`config.mk`:
```
export PLATFORM = sky130hd
export DESIGN_NAME = terminal_line_editor_history_core
export DESIGN_NICKNAME = d
export VERILOG_FILES = /design/src/sv/tleh_pkg.sv /design/src/sv/tleh_ram.sv /design/src/sv/tleh_ctrl.sv /design/src/sv/terminal_line_editor_history_core.sv
export SDC_FILE = /design/constraint.sdc
export NUM_CORES = 2
export LEC_CHECK = 0
export BUFFER_PORTS_ARGS = -buffer_cell sky130_fd_sc_hd__buf_2
export CAP_MARGIN = 30
export CELL_PAD_IN_SITES_DETAIL_PLACEMENT = 0
export CELL_PAD_IN_SITES_GLOBAL_PLACEMENT = 1
export CORE_MARGIN = 2
export CORE_UTILIZATION = 48
export CTS_CLUSTER_SIZE = 24
export DETAILED_ROUTE_END_ITERATION = 10
export GPL_ROUTABILITY_DRIVEN = 0
export HOLD_SLACK_MARGIN = 0.05
export PLACE_DENSITY_LB_ADDON = 0.1
export SLEW_MARGIN = 20
export SYNTH_ARGS = -nofsm -noshare
export SYNTH_HDL_FRONTEND = slang
export SYNTH_HIERARCHICAL = 1
export SYNTH_SLANG_ARGS = --single-unit
```
`constraint.sdc`:
```
create_clock -name clk -period 14.6 [get_ports clk]
set_clock_uncertainty 0.2 [all_clocks]
set_input_delay 0.73 -clock clk [delete_from_list [all_inputs] [get_ports clk]]
set_output_delay 0.73 -clock clk [all_outputs]
set_load 0.005 [all_outputs]
```
`src/sv/tleh_pkg.sv`:
```
// Package for the terminal line editor: sizes, key codes, payload types.
// Used by every module of the block; depends on nothing.
`default_nettype none
package tleh_pkg;
  localparam int LineLen   = 40;
  localparam int MaxChars  = LineLen - 2;
  localparam int HistDepth = 5;
  localparam int SW        = $clog2(HistDepth);
  localparam int HAW       = $clog2(HistDepth * LineLen);

  localparam logic [1:0] REQ_KEY    = 2'd0;
  localparam logic [1:0] REQ_ACCEPT = 2'd1;
  localparam logic [1:0] REQ_CLEAR  = 2'd2;

  localparam logic [7:0] KEY_BKSPC   = 8'd8;
  localparam logic [7:0] KEY_DEL     = 8'd127;
  localparam logic [7:0] KEY_ENTER   = 8'd13;
  localparam logic [7:0] KEY_ESC     = 8'd27;
  localparam logic [7:0] KEY_BRACKET = 8'd91;
  localparam logic [7:0] KEY_UP      = 8'd65;
  localparam logic [7:0] KEY_DOWN    = 8'd66;
  localparam logic [7:0] KEY_RIGHT   = 8'd67;
  localparam logic [7:0] KEY_LEFT    = 8'd68;
  localparam logic [7:0] KEY_CTRL_E  = 8'h05;
  localparam logic [7:0] KEY_CTRL_I  = 8'h09;
  localparam logic [7:0] KEY_CTRL_L  = 8'h0C;
  localparam logic [7:0] KEY_CTRL_X  = 8'h18;
  localparam logic [7:0] KEY_CTRL_Z  = 8'h1A;
  localparam logic [7:0] KEY_PR_LO   = 8'h20;
  localparam logic [7:0] KEY_PR_HI   = 8'h7E;

  typedef struct packed {
    logic [1:0] req_type;
    logic [7:0] key_byte;
  } tleh_in_t;

  typedef struct packed {
    logic       line_ready;
    logic [7:0] out_char;
    logic [5:0] char_pos;
    logic       last;
    logic [5:0] line_length;
    logic [5:0] cursor_pos;
    logic       insert_on;
    logic [2:0] history_back;
  } tleh_out_t;

  // Memory port bundle from controller to one RAM.
  typedef struct packed {
    logic           we;
    logic [HAW-1:0] waddr;
    logic [7:0]     wdata;
    logic [HAW-1:0] raddr;
  } tleh_mem_t;
endpackage
`default_nettype wire

```
`src/sv/tleh_ram.sv`:
```
// One-write one-read synchronous character RAM, read data registered.
// Depends on tleh_pkg for the port bundle.
`default_nettype none
module tleh_ram #(
  parameter int Depth = 200
) (
  input  wire logic               clk,
  input  wire tleh_pkg::tleh_mem_t port,
  output      logic [7:0]          rdata
);
  logic [7:0] mem [Depth];

  // Write and registered read.
  always_ff @(posedge clk) begin
    if (port.we) begin
      mem[port.waddr[$clog2(Depth)-1:0]] <= port.wdata;
    end
    rdata <= mem[port.raddr[$clog2(Depth)-1:0]];
  end
endmodule
`default_nettype wire

```
`src/sv/tleh_ctrl.sv`:
```
// Sequencer for the line editor: decodes items and walks the RAMs.
// Depends on tleh_pkg; drives the edit-line RAM and the history RAM.
`default_nettype none
module tleh_ctrl (
  input  wire logic                clk,
  input  wire logic                rst_n,
  input  wire logic                in_valid,
  output      logic                in_ready,
  input  wire tleh_pkg::tleh_in_t  in_data,
  output      logic                out_valid,
  input  wire logic                out_ready,
  output      tleh_pkg::tleh_out_t out_data,
  output      tleh_pkg::tleh_mem_t ep,
  input  wire logic [7:0]          erd,
  output      tleh_pkg::tleh_mem_t hp,
  input  wire logic [7:0]          hrd
);
  localparam int SW  = tleh_pkg::SW;
  localparam int HAW = tleh_pkg::HAW;
  localparam logic [5:0] MAXC = 6'(tleh_pkg::MaxChars);
  localparam logic [SW-1:0] LASTS = SW'(tleh_pkg::HistDepth - 1);
  localparam logic [2:0] DEPTH3 = 3'(tleh_pkg::HistDepth);

  localparam logic [3:0] S_IDLE = 4'd0;
  localparam logic [3:0] S_SHU  = 4'd1;  // shift tail up
  localparam logic [3:0] S_SHD  = 4'd2;  // shift tail down
  localparam logic [3:0] S_LOAD = 4'd3;  // history to edit line
  localparam logic [3:0] S_CMP  = 4'd4;  // compare with last stored
  localparam logic [3:0] S_STO  = 4'd5;  // edit line to history
  localparam logic [3:0] S_EMIT = 4'd6;  // read chars for Enter
  localparam logic [3:0] S_OUT  = 4'd7;  // hand out status result
  localparam logic [3:0] S_EOUT = 4'd8;  // Enter char result waiting

  logic [3:0] st_r, st_nxt;
  logic [5:0] cnt_r, cnt_nxt, cur_r, cur_nxt;
  logic ins_r, ins_nxt, esc_r, esc_nxt, brk_r, brk_nxt;
  logic [SW-1:0] put_r, put_nxt, get_r, get_nxt;
  logic [2:0] back_r, back_nxt;
  logic [5:0] hlen_r [tleh_pkg::HistDepth];
  logic [5:0] i_r, i_nxt, end_r, end_nxt;   // walk index and bound
  logic       ph_r, ph_nxt;                 // read issued last cycle
  logic [7:0] ch_r, ch_nxt;
  logic       same_r, same_nxt;
  logic       hwr;
  logic [SW-1:0] hws;
  logic [5:0] hwl;
  logic       ov_r, ov_nxt;
  tleh_pkg::tleh_out_t od_r, od_nxt;

  function automatic logic [HAW-1:0] haddr(input logic [SW-1:0] s, input logic [5:0] i);
    haddr = HAW'(s) * HAW'(tleh_pkg::LineLen) + HAW'(i);
  endfunction

  function automatic logic [SW-1:0] sdec(input logic [SW-1:0] s);
    sdec = (s == '0) ? LASTS : s - 1'b1;
  endfunction
  function automatic logic [SW-1:0] sinc(input logic [SW-1:0] s);
    sinc = (s == LASTS) ? '0 : s + 1'b1;
  endfunction

  assign in_ready  = (st_r == S_IDLE) && !ov_r;
  assign out_valid = ov_r;
  assign out_data  = od_r;

  // Sequencer next state.
  always_comb begin
    logic [7:0] k;
    logic       enter;
    logic       hist;
    logic [SW-1:0] g;
    logic [SW-1:0] pv;
    k = in_data.key_byte;
    enter = 1'b0;
    hist = 1'b0;
    g = get_r;
    pv = sdec(put_r);
    st_nxt = st_r; cnt_nxt = cnt_r; cur_nxt = cur_r; ins_nxt = ins_r;
    esc_nxt = esc_r; brk_nxt = brk_r; put_nxt = put_r; get_nxt = get_r;
    back_nxt = back_r; i_nxt = i_r; end_nxt = end_r; ph_nxt = 1'b0;
    ch_nxt = ch_r; same_nxt = same_r; ov_nxt = ov_r; od_nxt = od_r;
    hwr = 1'b0; hws = put_r; hwl = cnt_r;
    ep = '0; hp = '0;
    if (ov_r && out_ready) ov_nxt = 1'b0;
    case (st_r)
      S_IDLE: begin
        if (in_valid && !ov_r) begin
          st_nxt = S_OUT;
          case (in_data.req_type)
            tleh_pkg::REQ_KEY: begin
              if (esc_r && brk_r) begin
                esc_nxt = 1'b0; brk_nxt = 1'b0;
                case (k)
                  tleh_pkg::KEY_UP: if (back_r < DEPTH3) begin
                    g = sdec(get_r); hist = 1'b1; back_nxt = back_r + 1'b1;
                  end
                  tleh_pkg::KEY_DOWN: if (back_r != 3'd0) begin
                    g = sinc(get_r); hist = 1'b1; back_nxt = back_r - 1'b1;
                  end
                  tleh_pkg::KEY_RIGHT: if (cur_r < cnt_r) cur_nxt = cur_r + 1'b1;
                  tleh_pkg::KEY_LEFT:  if (cur_r != 6'd0) cur_nxt = cur_r - 1'b1;
                  default: ;
                endcase
                get_nxt = g;
                if (hist && hlen_r[g] != 6'd0) begin
                  st_nxt = S_LOAD; i_nxt = '0;
                  end_nxt = (hlen_r[g] > MAXC) ? MAXC : hlen_r[g];
                end
              end else if (esc_r && k == tleh_pkg::KEY_BRACKET) begin
                brk_nxt = 1'b1;
              end else begin
                logic [5:0] c, u;
                c = cnt_r; u = cur_r;
                if (esc_r) begin
                  esc_nxt = 1'b0; brk_nxt = 1'b0; c = '0; u = '0;
                end
                cnt_nxt = c; cur_nxt = u;
                case (k)
                  tleh_pkg::KEY_ESC: begin esc_nxt = 1'b1; brk_nxt = 1'b0; end
                  tleh_pkg::KEY_ENTER: enter = 1'b1;
                  tleh_pkg::KEY_DEL: if (c != 6'd0 && u < c) begin
                    i_nxt = u; cnt_nxt = c - 1'b1; end_nxt = c - 1'b1;
                    st_nxt = S_SHD;
                  end
                  tleh_pkg::KEY_BKSPC: if (u != 6'd0 && c != 6'd0) begin
                    i_nxt = u - 1'b1; cnt_nxt = c - 1'b1; cur_nxt = u - 1'b1;
                    end_nxt = c - 1'b1; st_nxt = S_SHD;
                  end
                  tleh_pkg::KEY_CTRL_E: cnt_nxt = u;
                  tleh_pkg::KEY_CTRL_I: ins_nxt = ~ins_r;
                  tleh_pkg::KEY_CTRL_L: begin cnt_nxt = '0; cur_nxt = '0; end
                  tleh_pkg::KEY_CTRL_Z: cur_nxt = '0;
                  tleh_pkg::KEY_CTRL_X: cur_nxt = c;
                  default: if (k >= tleh_pkg::KEY_PR_LO && k < tleh_pkg::KEY_PR_HI) begin
                    ch_nxt = k;
                    if (u >= c) begin
                      if (c < MAXC) begin
                        ep.we = 1'b1; ep.waddr = HAW'(u); ep.wdata = k;
                        cnt_nxt = c + 1'b1; cur_nxt = u + 1'b1;
                      end
                    end else if (ins_r && c < MAXC) begin
                      i_nxt = c; end_nxt = u; cnt_nxt = c + 1'b1;
                      cur_nxt = u + 1'b1; st_nxt = S_SHU;
                    end else begin
                      ep.we = 1'b1; ep.waddr = HAW'(u); ep.wdata = k;
                      cur_nxt = u + 1'b1;
                    end
                  end
                endcase
                if (enter) begin
                  if (c == 6'd0) begin
                    st_nxt = S_OUT;
                  end else begin
                    st_nxt = S_EMIT; i_nxt = '0; end_nxt = c;
                  end
                end
              end
            end
            tleh_pkg::REQ_ACCEPT: begin
              same_nxt = (hlen_r[pv] == cnt_r);
              i_nxt = '0; end_nxt = cnt_r; st_nxt = S_CMP;
            end
            tleh_pkg::REQ_CLEAR: begin cnt_nxt = '0; cur_nxt = '0; end
            default: ;
          endcase
          od_nxt = '0;
          od_nxt.last = 1'b1;
          od_nxt.line_ready = enter;
        end
      end
      // Move chars up from index i-1 to i, until i reaches end.
      S_SHU: begin
        if (ph_r) begin
          ep.we = 1'b1; ep.waddr = HAW'(i_r); ep.wdata = erd;
          i_nxt = i_r - 1'b1;
        end else if (i_r == end_r) begin
          ep.we = 1'b1; ep.waddr = HAW'(end_r); ep.wdata = ch_r;
          st_nxt = S_OUT;
        end else begin
          ep.raddr = HAW'(i_r - 1'b1); ph_nxt = 1'b1;
        end
      end
      // Move chars down from index i+1 to i, while i < end.
      S_SHD: begin
        if (ph_r) begin
          ep.we = 1'b1; ep.waddr = HAW'(i_r); ep.wdata = erd;
          i_nxt = i_r + 1'b1;
        end else if (i_r >= end_r) begin
          st_nxt = S_OUT;
        end else begin
          ep.raddr = HAW'(i_r + 1'b1); ph_nxt = 1'b1;
        end
      end
      // History slot copied into the edit line.
      S_LOAD: begin
        if (ph_r) begin
          ep.we = 1'b1; ep.waddr = HAW'(i_r); ep.wdata = hrd;
          i_nxt = i_r + 1'b1;
        end else if (i_r >= end_r) begin
          cnt_nxt = end_r; cur_nxt = end_r; st_nxt = S_OUT;
        end else begin
          hp.raddr = haddr(get_r, i_r); ph_nxt = 1'b1;
        end
      end
      // Compare edit line with previous slot, both read together.
      S_CMP: begin
        if (ph_r) begin
          if (erd != hrd) same_nxt = 1'b0;
          i_nxt = i_r + 1'b1;
        end else if (!same_r || i_r >= end_r) begin
          if (same_r) begin
            get_nxt = put_r; back_nxt = '0; st_nxt = S_OUT;
          end else begin
            i_nxt = '0; st_nxt = S_STO;
          end
        end else begin
          ep.raddr = HAW'(i_r); hp.raddr = haddr(pv, i_r); ph_nxt = 1'b1;
        end
      end
      // Store the edit line at the put slot.
      S_STO: begin
        if (ph_r) begin
          hp.we = 1'b1; hp.waddr = haddr(put_r, i_r); hp.wdata = erd;
          i_nxt = i_r + 1'b1;
        end else if (i_r >= end_r) begin
          hwr = 1'b1; hws = put_r; hwl = cnt_r;
          put_nxt = sinc(put_r); get_nxt = sinc(put_r); back_nxt = '0;
          st_nxt = S_OUT;
        end else begin
          ep.raddr = HAW'(i_r); ph_nxt = 1'b1;
        end
      end
      // Enter: read one char, then hand it out as a result.
      S_EMIT: begin
        if (ph_r) begin
          od_nxt = '0;
          od_nxt.line_ready = 1'b1; od_nxt.out_char = erd; od_nxt.char_pos = i_r;
          od_nxt.last = (i_r + 1'b1 == end_r);
          od_nxt.line_length = cnt_r; od_nxt.cursor_pos = cur_r;
          od_nxt.insert_on = ins_r; od_nxt.history_back = back_r;
          ov_nxt = 1'b1; st_nxt = S_EOUT;
        end else begin
          ep.raddr = HAW'(i_r); ph_nxt = 1'b1;
        end
      end
      S_EOUT: begin
        if (!ov_r) begin
          if (i_r + 1'b1 == end_r) st_nxt = S_IDLE;
          else begin i_nxt = i_r + 1'b1; st_nxt = S_EMIT; end
        end
      end
      // Single status result after all updates.
      S_OUT: begin
        od_nxt.line_length = cnt_r; od_nxt.cursor_pos = cur_r;
        od_nxt.insert_on = ins_r; od_nxt.history_back = back_r;
        ov_nxt = 1'b1; st_nxt = S_IDLE;
      end
      default: st_nxt = S_IDLE;
    endcase
  end

  // Control registers.
  always_ff @(posedge clk) begin
    if (!rst_n) begin
      st_r <= S_IDLE; cnt_r <= '0; cur_r <= '0; ins_r <= 1'b1;
      esc_r <= 1'b0; brk_r <= 1'b0; put_r <= '0; get_r <= '0;
      back_r <= '0; ov_r <= 1'b0; ph_r <= 1'b0;
      for (int s = 0; s < tleh_pkg::HistDepth; s++) hlen_r[s] <= '0;
    end else begin
      st_r <= st_nxt; cnt_r <= cnt_nxt; cur_r <= cur_nxt; ins_r <= ins_nxt;
      esc_r <= esc_nxt; brk_r <= brk_nxt; put_r <= put_nxt; get_r <= get_nxt;
      back_r <= back_nxt; ov_r <= ov_nxt; ph_r <= ph_nxt;
      if (hwr) hlen_r[hws] <= hwl;
    end
  end

  // Payload and walk registers.
  always_ff @(posedge clk) begin
    i_r <= i_nxt; end_r <= end_nxt; ch_r <= ch_nxt; same_r <= same_nxt;
    od_r <= od_nxt;
  end
endmodule
`default_nettype wire

```
`src/sv/terminal_line_editor_history_core.sv`:
```
// Terminal line editor with history. One item is taken at a time. A plain key
// goes straight to its status result; shifts, history recall, compare and store
// walk the edit line one character at a time through the registered RAM reads.
// Enter gives one result per character, each held until the sink takes it.
// Files: tleh_pkg, tleh_ram, tleh_ctrl.
`default_nettype none
module terminal_line_editor_history_core (
  input  wire logic                clk,
  input  wire logic                rst_n,
  input  wire logic                in_valid,
  output      logic                in_ready,
  input  wire tleh_pkg::tleh_in_t  in_data,
  output      logic                out_valid,
  input  wire logic                out_ready,
  output      tleh_pkg::tleh_out_t out_data
);
  tleh_pkg::tleh_mem_t ep, hp;
  logic [7:0] erd, hrd;

  tleh_ctrl u_ctrl (
    .clk, .rst_n, .in_valid, .in_ready, .in_data,
    .out_valid, .out_ready, .out_data,
    .ep, .erd, .hp, .hrd
  );

  // Edit line storage.
  tleh_ram #(.Depth(tleh_pkg::LineLen)) u_eram (.clk, .port(ep), .rdata(erd));

  // History ring storage.
  tleh_ram #(.Depth(tleh_pkg::HistDepth * tleh_pkg::LineLen)) u_hram (
    .clk, .port(hp), .rdata(hrd)
  );
endmodule
`default_nettype wire

```
== Word-level counts from Yosys, hierarchy flattened ==
Memories as Yosys holds them, arrays and structs flattened. A register that Yosys moved wholly into a read port is not among the register bits.
Index checks and enable logic that the tools add are counted.

* Add/sub/neg operators: 19
* Multipliers: 3
* Magnitude comparators: 9
* Equal/unequal tests: 69
* Mux-type cells: 217
* Bitwise logic cells: 5
* Reduce and logical (&&, ||, !) cells: 53

{| class="wikitable"
|+ Operator list
! operator !! count
|-
| $mux 6 || 71
|-
| $mux 17 || 15
|-
| $mux 3 || 34
|-
| $pmux 6 s5 || 3
|-
| $pmux 6 s2 || 7
|-
| $pmux 17 s4 || 1
|-
| $mux 32 || 2
|-
| $mux 4 || 14
|-
| $eq 8x7->1 const B || 6
|-
| $mux 1 || 48
|-
| $pmux 16 s3 || 1
|-
| $pmux 6 s3 || 2
|-
| $eq 8x4->1 const B || 4
|-
| $mux 8 || 4
|-
| $pmux 16 s2 || 1
|-
| $add 6x1->6 const B || 5
|-
| $sub 6x1->6 const B || 5
|-
| $reduce_and 9->1 || 3
|-
| $add 8x6->8 || 3
|-
| $eq 8x5->1 const B || 3
|-
| $ne 2x1->1 const B || 12
|-
| $ne 3x3->1 const B || 8
|-
| $pmux 4 s6 || 1
|-
| $pmux 6 s4 || 1
|-
| other kinds (59) || 121
|}

* Register bits after elaboration: 83
* RAM bits: 1950
* Input port bits: 14
* Output and inout port bits: 34
* Logic and storage cells: 401
* Memories: 3

{| class="wikitable"
|+ Memory list
! name !! words !! width !! rd ports !! clocked after Yosys merged registers in !! wr ports !! RTL line !! RTL
|-
| u_hram.mem || 200 || 8 || 1 || 1 || 1 || tleh_ram.sv:11 || <nowiki>logic [7:0] mem [Depth];</nowiki>
|-
| u_eram.mem || 40 || 8 || 1 || 1 || 1 || tleh_ram.sv:11 ||
|-
| u_ctrl.hlen_r || 5 || 6 || 2 || 0 || 5 || tleh_ctrl.sv:39 || <nowiki>logic [5:0] hlen_r [tleh_pkg::HistDepth];</nowiki>
|}

== Depth between registers and ports, before layout ==
* Depth in word-level cells: 20
* Gate-level depth with buffers: 23
* Mapped depth without buffers: 18

== By module ==
The synthesis kept the hierarchy.

{| class="wikitable"
|+ Modules (own cells, without submodules)
! module !! instances !! cells each !! area an instance (um2) !! seq. area each (um2)
|-
| tleh_ram at u_hram || 1 || 3038 || 62922.8 || 48206.2
|-
| tleh_ram at u_eram || 1 || 696 || 12990.0 || 9769.4
|-
| tleh_ctrl || 1 || 1324 || 11199.5 || 3633.5
|}

== Worst setup path before layout ==
OpenSTA, ideal clock, no wires.

* Path kind: register -> register
* From: register u_ctrl.st_r[0]
* To: memory u_hram.mem[0][0] (data pin)
* Library setup time: 1.133 ns
* Arrival: 6.204 ns
* Required time: 13.267 ns
* Path slack: 7.063 ns
* Stages on the path, launching flop included: 6
* Path buffers: 3
* Period minus slack after synthesis: 7.537 ns
* Cells stage by stage: dfxtp_1 clkbuf_1 clkbuf_1 buf_1 nand3_1 nor2_1

{| class="wikitable"
|+ RTL lines
! item !! RTL line !! RTL
|-
| start, declared || tleh_ctrl.sv:34 || <nowiki>logic [3:0] st_r, st_nxt;</nowiki>
|-
| start signal, assigned || tleh_ctrl.sv:269 || <nowiki>st_r <= st_nxt; cnt_r <= cnt_nxt; cur_r <= cur_nxt; ins_r <= ins_nxt;</nowiki>
|-
| end, declared || tleh_ram.sv:11 ||
|}

==> impl_metrics.ini <==
[routing]
drcViolationCount = 0
vias = 47889
firstDrtPassIters = 6
vias_per_cell = 6.19
wl_um = 235000
ant_nets = 0
wl_per_cell_um = 30.4
drt_iter0_markers = 4970

[cells_and_area]
syn_to_final_growth_pct = 11.4
fill_cells = 14424
multi_input_area_um2 = 23500
nets = 5263
drive_gt1_share_pct = 18.1
seqCellArea_um2 = 61600

[clocking]
clock_latency_ns = 0.86
cts_buffers = 210
clkSinkCount = 2067
cts_resized = 0
cts_tree = built
clk_pin_slew_worst_paths_ns = 0.06
cts_root_buffer = clkbuf_16
cts_setup_buffers = 0
clock_tree.buffer_depth = 3
htree_levels = 4

[timing]
rsz0062_at_grt = false
slew_headroom_pct = 31.1
fmax_ghz = 0.133
finalCritPeriodShare_pct = 51.4
slew_violations = 0
hold_viol_final = 0
fin_tns_setup_ns = 0
finalSetupViolations = 0
period_minus_slack_ns = 7.51
worstMarginPinSlew_ns = 1.03

[critical_path]
worstPathArrival_ns = 8.00
required_ns = 15.09
rr_startpoint = u_ctrl/i_r[4]$_DFFE_PP_
endpoint = u_hram/rdata[5]$_DFF_P_
ff2ff_path_depth = 16
r2r_slack_ns = 7.09
critPathKind = flop to flop
crit_start = u_ctrl/i_r[4]$_DFFE_PP_
cp_max_fo = 50
start_kind = flop
r2r_end = u_hram/rdata[5]$_DFF_P_
end_kind = flop

[synthesis]
syn_nets = 5120
ys_warn_count = 6
avgSynthCellArea_um2 = 17.2
syn-instance-count = 5050
synth_area_um2 = 87100

[power]
p_total_mw = 15.8
p_leak_nw = 32.6
ir_drop_mv = 0.110
power_density_nw_per_um2 = 163

[global_route]
grt_pass1_wl_um = 341000
grt_antenna_before_repair = 10
grt_pass1_vias = 47429
grt_max_degree = 201
grt_use_total_pct = 25.4
gr-total-overflow = 0

[die]
fp.coreArea_um2 = 181000
die_h_um = 430
ioPinCount = 48
die_w_um = 430
floorplan.rows = 156
start_util_pct = 48.2
dieArea_um2 = 185000

[placed_design]
hpwl_um = 150000
io_buffers = 47

[hold_path]
hold_depth = 1
hp-class = input port to flop

[job]
cap_violations = 0

[outcome]
status = finished clean
how the worst min path moves through the flow:
stage                                  startpoint                       endpoint  slack (ns)
floorplan            u_ctrl/cnt_r[0]$_SDFFE_PN0P_  u_ctrl/hlen_r[5][0]$_DFFE_PP_        0.24
global placement    u_ctrl/back_r[2]$_SDFFE_PN0P_  u_ctrl/back_r[2]$_SDFFE_PN0P_        0.32
detailed placement  u_ctrl/back_r[2]$_SDFFE_PN0P_  u_ctrl/back_r[2]$_SDFFE_PN0P_        0.34
CTS                                    in_data[0]       u_ctrl/ch_r[0]$_DFFE_PP_        0.06
global route                           in_data[0]       u_ctrl/ch_r[0]$_DFFE_PP_        0.08
finish                                 in_data[0]       u_ctrl/ch_r[0]$_DFFE_PP_        0.12
cell type report:
type / instances / share of cell area, %
Sequential cell: 2067 / 63.5
Multi-Input combinational cell: 2621 / 24.2
Clock buffer: 256 / 5.65
Tap cell: 2370 / 3.06
Timing Repair Buffer: 232 / 1.99
Clock inverter: 131 / 1.32
Inverter: 61 / 0.236
Antenna cell: 1 / 0.00258
flip-flops by register name (all words and copies together), names as in the netlist:
name              flops
u_ctrl/esc_r          1
u_ctrl/brk_r          1
u_ctrl/end_r          6
u_ctrl/st_r           4
u_eram/rdata          8
u_ctrl/get_r          3
u_ctrl/same_r         1
u_hram/rdata          8
u_ctrl/out_data      32
u_ctrl/cur_r          6
u_ctrl/ins_r          1
u_ctrl/ch_r           8
u_eram/mem          320
u_hram/mem         1600
u_ctrl/cnt_r          6
u_ctrl/out_valid      1
u_ctrl/back_r         3
u_ctrl/put_r          3
u_ctrl/hlen_r        48
u_ctrl/ph_r           1
u_ctrl/i_r            6
layout by cell type (no fill, tap or decap), types with 21 or more instances in the layout:
| cell type | n |
|---|---|
| mux4_1 | 24 |
| mux4_2 | 313 |
| nor3_1 | 74 |
| nor4_1 | 26 |
| a22oi_1 | 139 |
| nand2b_1 | 42 |
| inv_1 | 51 |
| nor2_1 | 369 |
| xnor2_1 | 32 |
| o22ai_1 | 50 |
| a221oi_1 | 42 |
| ha_1 | 51 |
| o21ai_0 | 110 |
| nand4_1 | 23 |
| dfxtp_1 | 46 |
| a211oi_1 | 34 |
| nor2b_1 | 42 |
| nand3_1 | 70 |
| a31oi_1 | 25 |
| clkinv_2 | 41 |
| edfxtp_1 | 2021 |
| and2_1 | 27 |
| clkbuf_16 | 211 |
| mux2i_1 | 363 |
| a22o_1 | 30 |
| buf_4 | 144 |
| clkbuf_1 | 42 |
| and3_1 | 21 |
| mux2_2 | 33 |
| a21oi_1 | 148 |
| nand2_1 | 183 |
| buf_2 | 54 |
| clkinv_1 | 55 |
per-layer routing:
layer | wire (µm) | GRT usage (%) | share of wire [%]
met1 | 101000 | 36.0 | 43
met2 | 113000 | 40.5 | 48
met3 | 13800 | 3.74 | 5.9
met4 | 7650 | 8.36 | 3.2
met5 | 13 | 0 | 0.0055
where the power goes:
group          total [mW]  internal, mW  switching [mW]
clock                5.29          3.02            2.27
sequential           6.81          6.65           0.159
combinational        3.72          1.36            2.36
critical path: stages, from the launching register on:
cell and delay (ns):
edfxtp_1 0.77, ha_1 0.36, or2_2 0.30, a21oi_1 0.17
a21oi_2 0.11, nand2b_1 0.40, a21oi_1 0.36, and2_4 0.72
buf_4 0.71, buf_4 0.62, buf_4 0.71, mux4_2 0.40
a22oi_1 0.23, nand2_1 0.10, o211ai_1 0.57, and3_1 0.24
a311oi_1 0.05
through the flow:
stage / hold slack (ns) / instances / worst slack (ns) / utilization, % / cell area (µm²)
6_report: 0.118 / 7739 / 7.09 / 53.7 / 97000
5_1_grt: 0.0832 / 7739 / 6.77 / 53.7 / 97000
4_1_cts: 0.0581 / 7709 / 7.07 / 53.5 / 96600
3_5_place_dp: 0.337 / 7315 / 7.10 / 49.7 / 89800
3_3_place_gp: 0.324 / 7275 / 6.75 / 49.5 / 89400
2_1_floorplan: 0.241 / 5050 / 7.06 / - / 87100
timing repair:
action | CTS | global route
hold endpoints to repair | 7 | 0
endpoints found under the setup margin | 0 | 0
hold buffers | 7 | 0
(Power assumes the default switching activity.)
